===== config.mk =====
export PLATFORM = sky130hd
export DESIGN_NAME = ffa_ctrl
export DESIGN_NICKNAME = d
export VERILOG_FILES = /design/src/ffa_pkg.sv /design/src/ffa_ctrl.sv
export SDC_FILE = /design/constraint.sdc
export NUM_CORES = 1
export LEC_CHECK = 0
export BUFFER_PORTS_ARGS = -buffer_cell sky130_fd_sc_hd__buf_4
export CORE_AREA = 2 2 40 60
export CTS_CLUSTER_DIAMETER = 150
export DETAILED_ROUTE_END_ITERATION = 6
export DIE_AREA = 0 0 42 62
export GPL_ROUTABILITY_DRIVEN = 0
export GPL_TIMING_DRIVEN = 0
export HOLD_SLACK_MARGIN = 0.05
export PLACE_DENSITY = 0.81
export SETUP_SLACK_MARGIN = 0.02
export SLEW_MARGIN = 15
export SYNTH_ARGS = -nofsm -noshare
export SYNTH_HDL_FRONTEND = slang
export SYNTH_SLANG_ARGS = --single-unit

===== constraint.sdc =====
create_clock -name clk_i -period 1.74 [get_ports clk_i]
set_clock_uncertainty 0.05 [all_clocks]
set_input_delay 0.087 -clock clk_i [delete_from_list [all_inputs] [get_ports clk_i]]
set_output_delay 0.087 -clock clk_i [all_outputs]
set_load 0.02 [all_outputs]

===== src/ffa_pkg.sv =====
// ----------------------------------------------------------------------------
// ffa_pkg
// Shared types, widths and codes of the first-fit boundary tag allocator.
// ----------------------------------------------------------------------------
package ffa_pkg;

  localparam int unsigned MemWords = 4096;
  localparam int unsigned AddrW    = 12;
  localparam int unsigned SizeW    = 13;
  localparam int unsigned TagW     = SizeW + 1;

  typedef logic [AddrW-1:0] addr_t;
  typedef logic [SizeW-1:0] size_t;
  typedef logic [TagW-1:0]  tag_t;

  localparam logic [1:0] StOk       = 2'd0;
  localparam logic [1:0] StNoMem    = 2'd1;
  localparam logic [1:0] StSizeBad  = 2'd2;
  localparam logic [1:0] StAddrBad  = 2'd3;

  localparam logic ModeAlloc = 1'b0;
  localparam logic ModeFree  = 1'b1;

  // datapath commands
  typedef enum logic [3:0] {
    CmdNone,
    CmdInitWr,
    CmdLoad,
    CmdRdHdr,
    CmdRdFtr,
    CmdRdLeft,
    CmdRdRight,
    CmdWrA,
    CmdWrB,
    CmdWrC,
    CmdWrD,
    CmdWrE,
    CmdWrF,
    CmdStep
  } cmd_e;

  typedef struct packed {
    cmd_e  cmd;
  } ctl_t;

  typedef struct packed {
    logic init_done;
    logic walk_end;
    logic walk_fail;
    logic fit;
    logic split;
    logic hdr_bad;
    logic ftr_bad;
    logic size_bad;
    logic left_free;
    logic right_free;
  } sts_t;

  function automatic tag_t make_tag(logic used, size_t sz);
    return {used, sz};
  endfunction

endpackage


===== src/ffa_ctrl.sv =====
// ----------------------------------------------------------------------------
// ffa_ctrl
// Sequencer of the allocator: init sweep, first-fit walk and free merge.
// ----------------------------------------------------------------------------
module ffa_ctrl (
  input  logic                clk_i,
  input  logic                rst_ni,
  input  logic                in_valid_i,
  output logic                in_ready_o,
  input  logic                mode_i,
  output logic                out_valid_o,
  input  logic                out_ready_i,
  output logic [1:0]          status_o,
  output logic                addr_sel_o,
  output ffa_pkg::ctl_t       ctl_o,
  input  ffa_pkg::sts_t       sts_i
);

  localparam logic [4:0] SInit  = 5'd0;
  localparam logic [4:0] SIdle  = 5'd1;
  localparam logic [4:0] SWalk  = 5'd2;
  localparam logic [4:0] SAw1   = 5'd3;
  localparam logic [4:0] SAw2   = 5'd4;
  localparam logic [4:0] SAw3   = 5'd5;
  localparam logic [4:0] SFhdr  = 5'd6;
  localparam logic [4:0] SFftr  = 5'd7;
  localparam logic [4:0] SFl    = 5'd8;
  localparam logic [4:0] SFr    = 5'd9;
  localparam logic [4:0] SFw1   = 5'd10;
  localparam logic [4:0] SFw2   = 5'd11;
  localparam logic [4:0] SFw3   = 5'd12;
  localparam logic [4:0] SOut   = 5'd13;
  localparam logic [4:0] SAw0   = 5'd14;
  localparam logic [4:0] SFw4   = 5'd15;
  localparam logic [4:0] SFw5   = 5'd16;

  logic [4:0] st_q, st_d;
  logic [1:0] stat_q, stat_d;
  logic       asel_q, asel_d;

  assign in_ready_o  = (st_q == SIdle);
  assign out_valid_o = (st_q == SOut);
  assign status_o    = stat_q;
  assign addr_sel_o  = asel_q;

  always_comb begin
    st_d = st_q;
    stat_d = stat_q;
    asel_d = asel_q;
    ctl_o.cmd = ffa_pkg::CmdNone;
    unique case (st_q)
      SInit: begin
        if (sts_i.init_done) begin
          st_d = SIdle;
        end else begin
          ctl_o.cmd = ffa_pkg::CmdInitWr;
        end
      end
      SIdle: begin
        if (in_valid_i) begin
          ctl_o.cmd = ffa_pkg::CmdLoad;
          asel_d = 1'b0;
          st_d = (mode_i == ffa_pkg::ModeFree) ? SFhdr : SWalk;
        end
      end
      SWalk: begin
        if (sts_i.walk_end || sts_i.walk_fail) begin
          stat_d = ffa_pkg::StNoMem;
          st_d = SOut;
        end else if (sts_i.fit) begin
          stat_d = ffa_pkg::StOk;
          asel_d = 1'b1;
          st_d = SAw0;
        end else begin
          ctl_o.cmd = ffa_pkg::CmdStep;
        end
      end
      SAw0: begin
        ctl_o.cmd = ffa_pkg::CmdWrA;
        st_d = SAw1;
      end
      SAw1: begin
        ctl_o.cmd = ffa_pkg::CmdWrB;
        st_d = sts_i.split ? SAw2 : SOut;
      end
      SAw2: begin
        ctl_o.cmd = ffa_pkg::CmdWrC;
        st_d = SAw3;
      end
      SAw3: begin
        ctl_o.cmd = ffa_pkg::CmdWrD;
        st_d = SOut;
      end
      SFhdr: begin
        if (sts_i.hdr_bad) begin
          stat_d = ffa_pkg::StAddrBad;
          st_d = SOut;
        end else begin
          ctl_o.cmd = ffa_pkg::CmdRdFtr;
          st_d = SFftr;
        end
      end
      SFftr: begin
        if (sts_i.ftr_bad) begin
          stat_d = ffa_pkg::StAddrBad;
          st_d = SOut;
        end else if (sts_i.size_bad) begin
          stat_d = ffa_pkg::StSizeBad;
          st_d = SOut;
        end else begin
          stat_d = ffa_pkg::StOk;
          ctl_o.cmd = ffa_pkg::CmdRdLeft;
          st_d = SFl;
        end
      end
      SFl: begin
        ctl_o.cmd = ffa_pkg::CmdRdRight;
        st_d = SFr;
      end
      SFr: begin
        ctl_o.cmd = ffa_pkg::CmdWrA;
        st_d = SFw1;
      end
      SFw1: begin
        ctl_o.cmd = ffa_pkg::CmdWrB;
        st_d = SFw2;
      end
      SFw2: begin
        ctl_o.cmd = ffa_pkg::CmdWrC;
        st_d = SFw3;
      end
      SFw3: begin
        ctl_o.cmd = ffa_pkg::CmdWrD;
        st_d = SFw4;
      end
      SFw4: begin
        ctl_o.cmd = ffa_pkg::CmdWrE;
        st_d = SFw5;
      end
      SFw5: begin
        ctl_o.cmd = ffa_pkg::CmdWrF;
        st_d = SOut;
      end
      SOut: begin
        if (out_ready_i) begin
          st_d = SIdle;
        end
      end
      default: begin
        st_d = SIdle;
      end
    endcase
  end

  always_ff @(posedge clk_i or negedge rst_ni) begin
    if (!rst_ni) begin
      st_q <= SInit;
      stat_q <= ffa_pkg::StOk;
      asel_q <= 1'b0;
    end else begin
      st_q <= st_d;
      stat_q <= stat_d;
      asel_q <= asel_d;
    end
  end

endmodule


* After elaboration in Yosys (flattened, before gate mapping)
Cells that the tools add are included.
** Word-level totals
- Word-level logic and storage cells :: 67
- Input port bits :: 15
- Register bits :: 8
** Operators by class
- Eq/ne operators :: 23
- Muxes and demuxes :: 29
- Reduce and logical (&&, ||, !) cells :: 12
** Operator list (number)
- $pmux 5 s16 :: 1
- $pmux 4 s12 :: 1
- $eq 5x4->1 const B :: 8
- $mux 5 :: 5
- $eq 5x3->1 const B :: 4
- $mux 3 :: 6
- $mux 4 :: 4
- $mux 2 :: 6
- $eq 5x2->1 const B :: 2
- $ne 2x2->1 const B :: 5
- $reduce_or 2->1 :: 5
- $reduce_and 4->1 :: 2
- $pmux 2 s3 :: 1
- $eq 5x1->1 const B :: 1
- $eq 5x5->1 const B :: 1
- $logic_not 5->1 :: 1
- $mux 1 :: 4
- $ne 3x3->1 const B :: 1
- $reduce_and 3->1 :: 1
- $reduce_bool 3->1 :: 1
- $ne 2x1->1 const B :: 1
- $pmux 1 s2 :: 1
- $reduce_bool 2->1 :: 1
- $logic_or 1x1->1 :: 1

* Depth between registers and ports, before layout
Gate-level depths: netlist of the first run.
- Depth in word-level cells :: 3
- Mapped depth :: 6

* Worst setup path before layout of the first run
No wires, ideal clock.
- Kind :: reg-to-output
- Start point :: register st_q[0]
- End point :: output port ctl_o[1] (netlist bit)
- Path buffers :: 2
- Slack :: 0.010 ns
- Data arrival time :: 1.593 ns
- Cell stages (with the launch flop) :: 5
- Data required time :: 1.603 ns
- Path through :: dfrtp_1 buf_2 buf_1 o21ai_1 a221oi_1
** RTL lines
- from (decl) :: RTL line ffa_ctrl.sv:37 : logic [4:0] st_q, st_d;
- from (signal assigned) :: RTL line ffa_ctrl.sv:157 : st_q <= SInit;
- from (signal assigned) :: RTL line ffa_ctrl.sv:161 : st_q <= st_d;
- to (decl) :: RTL line ffa_ctrl.sv:15 : output ffa_pkg::ctl_t ctl_o,

==> impl_metrics.env, run 1 <==
export IMPL_min_path_type="in -> reg"
export IMPL_dieArea_um2=2600
export IMPL_grt_pass1_vias=1177
export IMPL_clockRootBuffer="sky130_fd_sc_hd__clkbuf_4"
export IMPL_ios=24
export IMPL_detail_route_drc_violations=0
export IMPL_grt_util_all_layers=0.258
export IMPL_power_switching_w=0.00127
export IMPL_worst_slack_ns=-0.154
export IMPL_synth_yosys_seq_area_share=0.217
export IMPL_tightestPinTransition_ns=0.712
export IMPL_final_period_minus_worst_setup_slack_ns=1.89
export IMPL_drv_cap=0
export IMPL_finalMaxSlewViolations=0
export IMPL_number_of_flip_flops_and_latches_in_the_synthesized_netlist=8
export IMPL_path_max_fanout=7
export IMPL_clock_tree_buffer_depth=2
export IMPL_p_leak_nw=0.601
export IMPL_io_buffers=21
export IMPL_post_synth_most_frequent_cells="sky130_fd_sc_hd__a21oi_1, sky130_fd_sc_hd__nand2b_1, sky130_fd_sc_hd__dfrtp_1, sky130_fd_sc_hd__nor2_1"
export IMPL_clk_latency_ns=0.24
export IMPL_grt_antenna_before_repair=0
export IMPL_cp_end_kind="primary output"
export IMPL_initial_utilization=0.433
export IMPL_hold_viol=0
export IMPL_area_growth_pct=57.6
export IMPL_cell_area_after_synthesis_um2=921
export IMPL_criticalPathCategory="reg -> out"
export IMPL_setup_tns_final_ns=-0.284
export IMPL_grt_overflow_total=0
export IMPL_antenna_cells_inserted=0
export IMPL_startpoint_type="flip-flop"
export IMPL_die_h_um=62
export IMPL_routed_via_density=6.68
export IMPL_failed_checks="setup timing"
export IMPL_clkSlewWorstSetupHoldPaths_ns=0.05
export IMPL_tritoncts="built"
export IMPL_netlist_area_leader_share=0.217
export IMPL_fin_hold_ws_ns=0.122
export IMPL_routed_via_count=1222
export IMPL_placement_rows=21
export IMPL_netlist_top_cells_area="sky130_fd_sc_hd__dfrtp_1, sky130_fd_sc_hd__nand2b_1, sky130_fd_sc_hd__a21oi_1"
export IMPL_core_area_um2=2130
export IMPL_detailedRoute_firstPassIterationCount=4
export IMPL_warnings_synthesis=0
export IMPL_asyncSetResetFlopFracSynth=1.00
export IMPL_clk_sink_count=8
export IMPL_rsz0062_at_grt="yes"
export IMPL_grt_pass1_wl_um=5160
export IMPL_cp_data_arrival_time_ns=1.76
export IMPL_sw_frac_of_total=0.484
export IMPL_synth_area_per_cell_um2=7.94
export IMPL_comb_power_share=0.824
export IMPL_clockPowerShare=0.050
export IMPL_route_final_wire_length_um=3590
export IMPL_fraction_of_final_layout_cells_with_drive_strength_greater_than_1=0.450
export IMPL_cts_htree_levels=1
export IMPL_hpwl_um=2040
export IMPL_powerDensity_nw_per_um2=1800
export IMPL_tritoncts_num_buffers=3
export IMPL_cell_count_after_synthesis=116
export IMPL_route_detailed_wl_per_inst_um=19.6
export IMPL_sequential_share_of_power=0.126
export IMPL_number_of_enable_type_register_cells_in_the_synthesized_netlist=0
export IMPL_final_setup_viol_count=4
export IMPL_synth_largest_area_cell="sky130_fd_sc_hd__dfrtp_1"
export IMPL_grt_start_max_net_pins=11
export IMPL_synth_flop_cell="sky130_fd_sc_hd__dfrtp_1"
export IMPL_intPower_w=0.00135
export IMPL_net_count_of_the_finished_layout=177
export IMPL_fmax_mhz=528
export IMPL_final_antenna_net_count=0
export IMPL_status="complete, but fails checks"
export IMPL_slew_headroom=0.522
export IMPL_number_of_unique_standard_cell_types_used_by_synthesis=47
export IMPL_drt_initial_drc_count=71
export IMPL_worst_ir_drop_on_vdd_mv=0.905
export IMPL_period_utilization=1.09
export IMPL_worst_endpoint_required_ns=1.60
export IMPL_die_x_um=42
export IMPL_postSynthNetCount=131
==> worst paths after layout <==
path,end,cells after the start,startpoint,slack (ns)
worst min-delay path,addr_sel_o,3,in_valid_i,0.12
max in group asynchronous,st_q[4],2,rst_ni,1.35
worst max-delay path,ctl_o[0],5,st_q[2],-0.15
worst max register to register,st_q[1],5,st_q[0],-0.02
min in group asynchronous,st_q[3],2,rst_ni,0.15
worst min register to register,addr_sel_o,1,addr_sel_o,0.46
==> metal layers <==
metal / part of all wire / vias to the layer above / wire, µm / track usage
met2: 0.53 / 74 / 1910 / 0.482
met1: 0.37 / 584 / 1310 / 0.265
met5: 0 / - / 0 / 0
met3: 0.054 / 25 / 194 / 0.0434
met4: 0.050 / 0 / 178 / 0.175
li1: - / 539 / - / -
==> power by group through the flow <==
| stage | Clock, W | Combinational (W) | Sequential (W) |
|---|---|---|---|
| detailed placement | 0 | 0.00153 | 0.000315 |
| global placement | 0 | 0.00150 | 0.000315 |
| floorplan | 0 | 0.00107 | 0.000347 |
| finish | 0.000132 | 0.00216 | 0.000329 |
| CTS | 0.000139 | 0.00186 | 0.000310 |
| global route | 0.000153 | 0.00228 | 0.000335 |
==> cell type report <==
cell class | count | area [µm²]
multi-input combinational | 92 | 741
fill | 155 | 677
timing repair buffer | 41 | 327
buffer | 11 | 113
inverter | 5 | 18.8
sequential | 8 | 201
tap | 23 | 28.8
clock buffer | 3 | 22.5
==> logic make-up (layout without fill, tap and decap cells) <==
| family | Yosys count | count (layout) | share of synthesized area |
|---|---|---|---|
| flops | 8 | 8 | 0.217 |
| mux | 2 | 2 | 0.0245 |
| compound gates | 48 | 48 | 0.397 |
| simple gates | 42 | 42 | 0.281 |
| buf+inv | 16 | 60 | 0.0801 |
==> registers in the layout, indices dropped and copies added, names as in the netlist <==
| signal | cells |
|---|---|
| status_o | 2 |
| addr_sel_o | 1 |
| st_q | 5 |
==> metrics by stage <==
step	utilization	cells	power, W	instance area [µm²]	setup slack, ns
floorplan	-	116	0.00141	927	0.0425
global placement	0.523	160	0.00181	1110	-0.101
detailed placement	0.523	160	0.00184	1110	-0.116
CTS	0.632	178	0.00230	1350	-0.155
global route	0.682	183	0.00276	1450	-0.217
finish	0.682	183	0.00262	1450	-0.154
==> worst max-delay path, stage by stage (launching register included) <==
cell                        delay, ns
sky130_fd_sc_hd__dfrtp_1         0.37
sky130_fd_sc_hd__buf_6           0.13
sky130_fd_sc_hd__or3_4           0.35
sky130_fd_sc_hd__a2111oi_4       0.33
sky130_fd_sc_hd__o21bai_1        0.17
sky130_fd_sc_hd__buf_4           0.15
==> cell usage in the layout, fill, tap and decap left out, drive strengths merged, types with 2 or more instances in the layout <==
master and count:
a21o 3, a21oi 10, a221oi 2, a22oi 2, a31o 2, a31oi 2
buf 45, clkbuf 6, dfrtp 8, dlygate4sd3 4, inv 5, mux2 2
nand2 4, nand2b 10, nand3b 2, nor2 8, nor2b 2, nor3 3
nor3b 2, o21ai 6, o21bai 3, o221ai 2, o22ai 5, o31a 2
o32ai 3, or3 2
==> timing repair <==
item                                    4_1_cts  5_1_grt
resized for setup                            27       17
setup buffers                                11        5
cloned                                        0        1
hold buffers                                  4        0
endpoints found under the setup margin       11       12
endpoints found under the hold margin        11        0
pin swaps                                     6        6
Note: power is estimated with default switching activity, not from simulation.
==> run 2: changes to the inputs <==
- GPL_ROUTABILITY_DRIVEN: 0 -> unset
- PLACE_DENSITY: 0.81 -> 0.69
==> impl_metrics.env, run 2 (synthesis results as in run 1) <==
export IMPL_hpwl_um=2090
export IMPL_largest_register="st_q"
export IMPL_max_stage_delay_ns=0.36
export IMPL_fin_hold_ws_ns=0.125
export IMPL_fraction_of_final_layout_cells_with_drive_strength_greater_than_1=0.481
export IMPL_criticalPathCategory="reg -> out"
export IMPL_routed_via_density=6.42
export IMPL_clk_latency_ns=0.24
export IMPL_worst_endpoint_required_ns=1.60
export IMPL_timing_critical_path_from="st_q[2]"
export IMPL_drt_initial_drc_count=50
export IMPL_die_x_um=42
export IMPL_detail_route_drc_violations=0
export IMPL_fmax_mhz=533
export IMPL_tritoncts="built"
export IMPL_timing_critical_path_to="ctl_o[2]"
export IMPL_largest_register_ffs=5
export IMPL_power_switching_w=0.00126
export IMPL_most_common_layout_cells="sky130_fd_sc_hd__buf_4, sky130_fd_sc_hd__nand2b_1, sky130_fd_sc_hd__a21oi_1"
export IMPL_rsz0062_at_grt="yes"
export IMPL_sequential_share_of_power=0.121
export IMPL_final_antenna_net_count=0
export IMPL_r2r_cells=7
export IMPL_cts_htree_levels=1
export IMPL_grt_pass1_wl_um=4930
export IMPL_hold_viol=0
export IMPL_ios=24
export IMPL_core_area_um2=2130
export IMPL_rr_startpoint="st_q[2]"
export IMPL_clockRootBuffer="sky130_fd_sc_hd__clkbuf_4"
export IMPL_share_of_the_core_filled_with_cells=0.687
export IMPL_p_leak_nw=0.602
export IMPL_detailedPlace_worstSlack_ns=-0.124
export IMPL_grt_overflow_total=0
export IMPL_crit_path_cell_trace="buf_6 > buf_4 > nor3b_2 > a22oi_2 > nor3_2 > o31a_1 > buf_4"
export IMPL_route_final_wire_length_um=3290
export IMPL_worst_ir_drop_on_vdd_mv=1.27
export IMPL_path_common_cell="sky130_fd_sc_hd__buf_4"
export IMPL_status="complete, but fails checks"
export IMPL_grt_antenna_before_repair=0
export IMPL_failed_checks="setup timing"
export IMPL_comb_power_share=0.830
export IMPL_finalMaxSlewViolations=0
export IMPL_critPathBufInv=3
export IMPL_grt_start_max_net_pins=12
export IMPL_cp_data_arrival_time_ns=1.74
export IMPL_fillers=153
export IMPL_tritoncts_num_buffers=3
export IMPL_timing_critical_path_slowest_stage_cell="sky130_fd_sc_hd__dfrtp_1"
export IMPL_drv_cap=0
export IMPL_grt_util_all_layers=0.252
export IMPL_final_setup_viol_count=10
export IMPL_tightestPinTransition_ns=0.810
export IMPL_die_h_um=62
export IMPL_period_utilization=1.08
export IMPL_intPower_w=0.00140
export IMPL_grt_pass1_vias=1110
export IMPL_final_period_minus_worst_setup_slack_ns=1.88
export IMPL_slew_headroom=0.456
export IMPL_startpoint_type="flip-flop"
export IMPL_routed_via_count=1174
export IMPL_antenna_cells_inserted=0
export IMPL_initial_utilization=0.433
export IMPL_path_max_fanout=10
export IMPL_worst_slack_ns=-0.137
export IMPL_critical_path_top_delay_family="compound AO/OA/AOI/OAI gates"
export IMPL_finalPower_w=0.00266
export IMPL_cp_end_kind="primary output"
export IMPL_min_path_type="in -> async"
export IMPL_clockPowerShare=0.049
export IMPL_regToRegSetupSlack_ns=-0.07
export IMPL_final_common_cell="sky130_fd_sc_hd__buf_4"
export IMPL_clock_tree_buffer_depth=2
export IMPL_r2r_end="st_q[1]"
export IMPL_area_growth_pct=58.8
export IMPL_clk_sink_count=8
export IMPL_clkSlewWorstSetupHoldPaths_ns=0.05
export IMPL_number_of_gates_on_the_worst_path_with_buffers_counted=7
export IMPL_placement_rows=21
export IMPL_gp_routability_congestion=0.926
export IMPL_io_buffers=21
export IMPL_detailedRoute_firstPassIterationCount=4
export IMPL_net_count_of_the_finished_layout=177
export IMPL_sw_frac_of_total=0.474
export IMPL_powerDensity_nw_per_um2=1820
export IMPL_dieArea_um2=2600
export IMPL_route_detailed_wl_per_inst_um=18.0
-- run 2: cell counts in the layout (fill, tap and decap cells not counted) --
No cell type changed its count.
-- run 2: layout make-up --
cell class,instances,area [µm²],area share
timing repair buffer,42,333,0.228
multi-input combinational,92,764,0.523
tap,23,28.8,0.0197
sequential,8,201,0.138
buffer,10,93.8,0.0642
clock buffer,3,22.5,0.0154
inverter,5,18.8,0.0128
-- run 2: metrics by stage --
step | area (µm²) | setup TNS (ns) | std cells
4_1_cts | 1350 | -0.388 | 179
2_1_floorplan | 927 | 0 | 116
3_5_place_dp | 1110 | -0.829 | 160
5_1_grt | 1460 | -1.27 | 183
3_3_place_gp | 1110 | -0.768 | 160
6_report | 1460 | -0.644 | 183
-- run 2: routing by layer --
| layer | wire length [µm] | up-vias | global-route usage |
|---|---|---|---|
| li1 | - | 539 | - |
| met1 | 1200 | 562 | 0.265 |
| met2 | 1790 | 56 | 0.464 |
| met3 | 156 | 17 | 0.0347 |
| met4 | 139 | 0 | 0.184 |
| met5 | 0 | - | 0 |
-- run 2: how the worst min path moves through the flow --
stage | from | end | slack (ns) | depth (start not counted)
CTS | in_valid_i | addr_sel_o | 0.11 | 3
floorplan | rst_ni | addr_sel_o | -0.26 | 0
detailed placement | rst_ni | status_o[1] | -0.14 | 1
global placement | rst_ni | status_o[1] | -0.14 | 1
finish | rst_ni | status_o[1] | 0.13 | 2
global route | in_valid_i | addr_sel_o | 0.15 | 3
-- run 2: what timing repair did --
item / in CTS / in global routing
setup buffers: 13 / 4
endpoints found under the setup margin: 11 / 13
hold buffers: 4 / 0
resized for setup: 23 / 20
hold endpoints to repair: 11 / 0
pin swaps: 8 / 7
-- run 2: power by group through the flow --
stage | combinational (W) | clock, W | sequential, W
2_1_floorplan | 0.00107 | 0 | 0.000347
5_1_grt | 0.00234 | 0.000145 | 0.000331
3_3_place_gp | 0.00152 | 0 | 0.000320
3_5_place_dp | 0.00154 | 0 | 0.000319
4_1_cts | 0.00190 | 0.000136 | 0.000316
6_report | 0.00221 | 0.000130 | 0.000322
-- run 2: worst register-to-register path, stage by stage (launching register included) --
cell,delay (ns)
sky130_fd_sc_hd__dfrtp_1,0.36
sky130_fd_sc_hd__buf_6,0.13
sky130_fd_sc_hd__buf_4,0.13
sky130_fd_sc_hd__buf_4,0.13
sky130_fd_sc_hd__o41ai_4,0.37
sky130_fd_sc_hd__o221ai_2,0.17
sky130_fd_sc_hd__or2_4,0.28
sky130_fd_sc_hd__o32ai_2,0.09
==> run 3: changes to the inputs <==
- MAX_ROUTING_LAYER: unset -> met4
- SLEW_MARGIN: 15 -> unset
==> impl_metrics.env, run 3 (synthesis results as in run 1) <==
export IMPL_status="complete, but fails checks"
export IMPL_failed_checks="setup timing"
export IMPL_worst_ir_drop_on_vdd_mv=1.00
export IMPL_worst_slack_ns=-0.139
export IMPL_io_buffers=21
export IMPL_p_leak_nw=0.620
export IMPL_route_final_wire_length_um=3260
export IMPL_drv_cap=0
export IMPL_core_area_um2=2130
export IMPL_tritoncts_num_buffers=3
export IMPL_hpwl_um=2170
export IMPL_gp_routability_congestion=0.903
export IMPL_most_common_layout_cells="sky130_fd_sc_hd__buf_4, sky130_fd_sc_hd__nand2b_1, sky130_fd_sc_hd__a21oi_1"
export IMPL_cp_end_kind="primary output"
export IMPL_routed_via_density=6.39
export IMPL_final_period_minus_worst_setup_slack_ns=1.88
export IMPL_setup_tns_final_ns=-0.511
export IMPL_initial_utilization=0.433
export IMPL_route_detailed_wl_per_inst_um=17.4
export IMPL_share_of_the_core_filled_with_cells=0.685
export IMPL_period_utilization=1.08
export IMPL_rsz0062_at_grt="yes"
export IMPL_detailedRoute_firstPassIterationCount=4
export IMPL_clk_latency_ns=0.24
export IMPL_min_path_type="in -> reg"
export IMPL_detailed_place_area_um2=1110
export IMPL_worst_endpoint_required_ns=1.60
export IMPL_clockRootBuffer="sky130_fd_sc_hd__clkbuf_4"
export IMPL_placement_rows=21
export IMPL_criticalPathCategory="reg -> out"
export IMPL_tightestPinTransition_ns=0.544
export IMPL_finalMaxSlewViolations=0
export IMPL_final_setup_viol_count=9
export IMPL_fraction_of_final_layout_cells_with_drive_strength_greater_than_1=0.445
export IMPL_area_growth_pct=58.3
export IMPL_post_place_cells=160
export IMPL_grt_pass1_vias=1104
export IMPL_die_x_um=42
export IMPL_final_antenna_net_count=0
export IMPL_final_instance_count_excl_fill=187
export IMPL_clk_sink_count=8
export IMPL_die_h_um=62
export IMPL_clkSlewWorstSetupHoldPaths_ns=0.04
export IMPL_fillers=182
export IMPL_ios=24
export IMPL_startpoint_type="flip-flop"
export IMPL_tritoncts="built"
export IMPL_dieArea_um2=2600
export IMPL_powerDensity_nw_per_um2=1780
export IMPL_detail_route_drc_violations=0
export IMPL_drt_initial_drc_count=60
export IMPL_net_count_of_the_finished_layout=181
export IMPL_hold_viol=0
export IMPL_routed_via_count=1195
export IMPL_path_max_fanout=6
export IMPL_final_common_cell="sky130_fd_sc_hd__buf_4"
export IMPL_clock_tree_buffer_depth=2
export IMPL_grt_overflow_total=0
export IMPL_grt_start_max_net_pins=11
export IMPL_stdcell_area_um2=1460
export IMPL_largest_register="st_q"
export IMPL_largest_register_ffs=5
export IMPL_cts_htree_levels=1
export IMPL_grt_util_all_layers=0.251
export IMPL_antenna_cells_inserted=0
export IMPL_cp_data_arrival_time_ns=1.74
export IMPL_slew_headroom=0.634
export IMPL_grt_antenna_before_repair=0
export IMPL_grt_pass1_wl_um=4970
export IMPL_fmax_mhz=532
==> run 3: final cells by class <==
class                           count  area [µm²]  share of cell area
Tap cell                           23        28.8              0.0197
Sequential cell                     8         201               0.138
Clock buffer                        3        22.5              0.0155
Inverter                            5        18.8              0.0129
Multi-Input combinational cell     92         724               0.497
Timing Repair Buffer               45         355               0.244
Buffer                             11         106              0.0730
==> run 3: worst max-delay path, cell delays in order, from the launching register on <==
cell and delay (ns):
sky130_fd_sc_hd__dfrtp_1 0.37, sky130_fd_sc_hd__buf_6 0.13, sky130_fd_sc_hd__or3_4 0.40, sky130_fd_sc_hd__a2111oi_4 0.28
sky130_fd_sc_hd__o21bai_1 0.17, sky130_fd_sc_hd__buf_4 0.16
==> run 3: layer usage <==
metal	up-vias	track usage	wire length, µm
li1	544	-	-
met1	582	0.258	1200
met2	59	0.480	1790
met3	10	0.0145	172
met4	0	0.138	93
met5	-	-	0
==> run 3: stage by stage <==
step                      power, W  hold WS [ns]  setup WS [ns]
final                      0.00259         0.125         -0.139
after global routing       0.00273         0.120         -0.191
after CTS                  0.00244         0.103         -0.141
after detailed placement   0.00186        -0.144         -0.114
after global placement     0.00184        -0.144         -0.139
after floorplan            0.00141        -0.259         0.0425
==> run 3: path summary, 6_finish.rpt <==
kind                             start           to  slack, ns  cells past startpoint
max in group asynchronous       rst_ni      st_q[4]       1.36                      2
min in group asynchronous       rst_ni      st_q[4]       0.14                      2
setup reg to reg               st_q[4]  status_o[0]      -0.06                      4
setup / recovery               st_q[2]     ctl_o[0]      -0.14                      5
hold reg to reg            status_o[1]  status_o[1]       0.45                      1
hold / removal              in_valid_i   addr_sel_o       0.13                      3
==> run 3: what timing repair did <==
item,4_1_cts,5_1_grt
endpoints found under the setup margin,11,13
pin swaps,5,5
gates resized for setup,26,15
hold buffers,4,0
setup buffers,18,3
cloned,0,0
endpoints found under the hold margin,11,0
==> run 3: power by group <==
part | internal, W | switching (W)
Sequential | 0.000264 | 0.0000516
Clock | 0.0000781 | 0.0000517
Combinational | 0.00104 | 0.00111
Total | 0.00138 | 0.00121
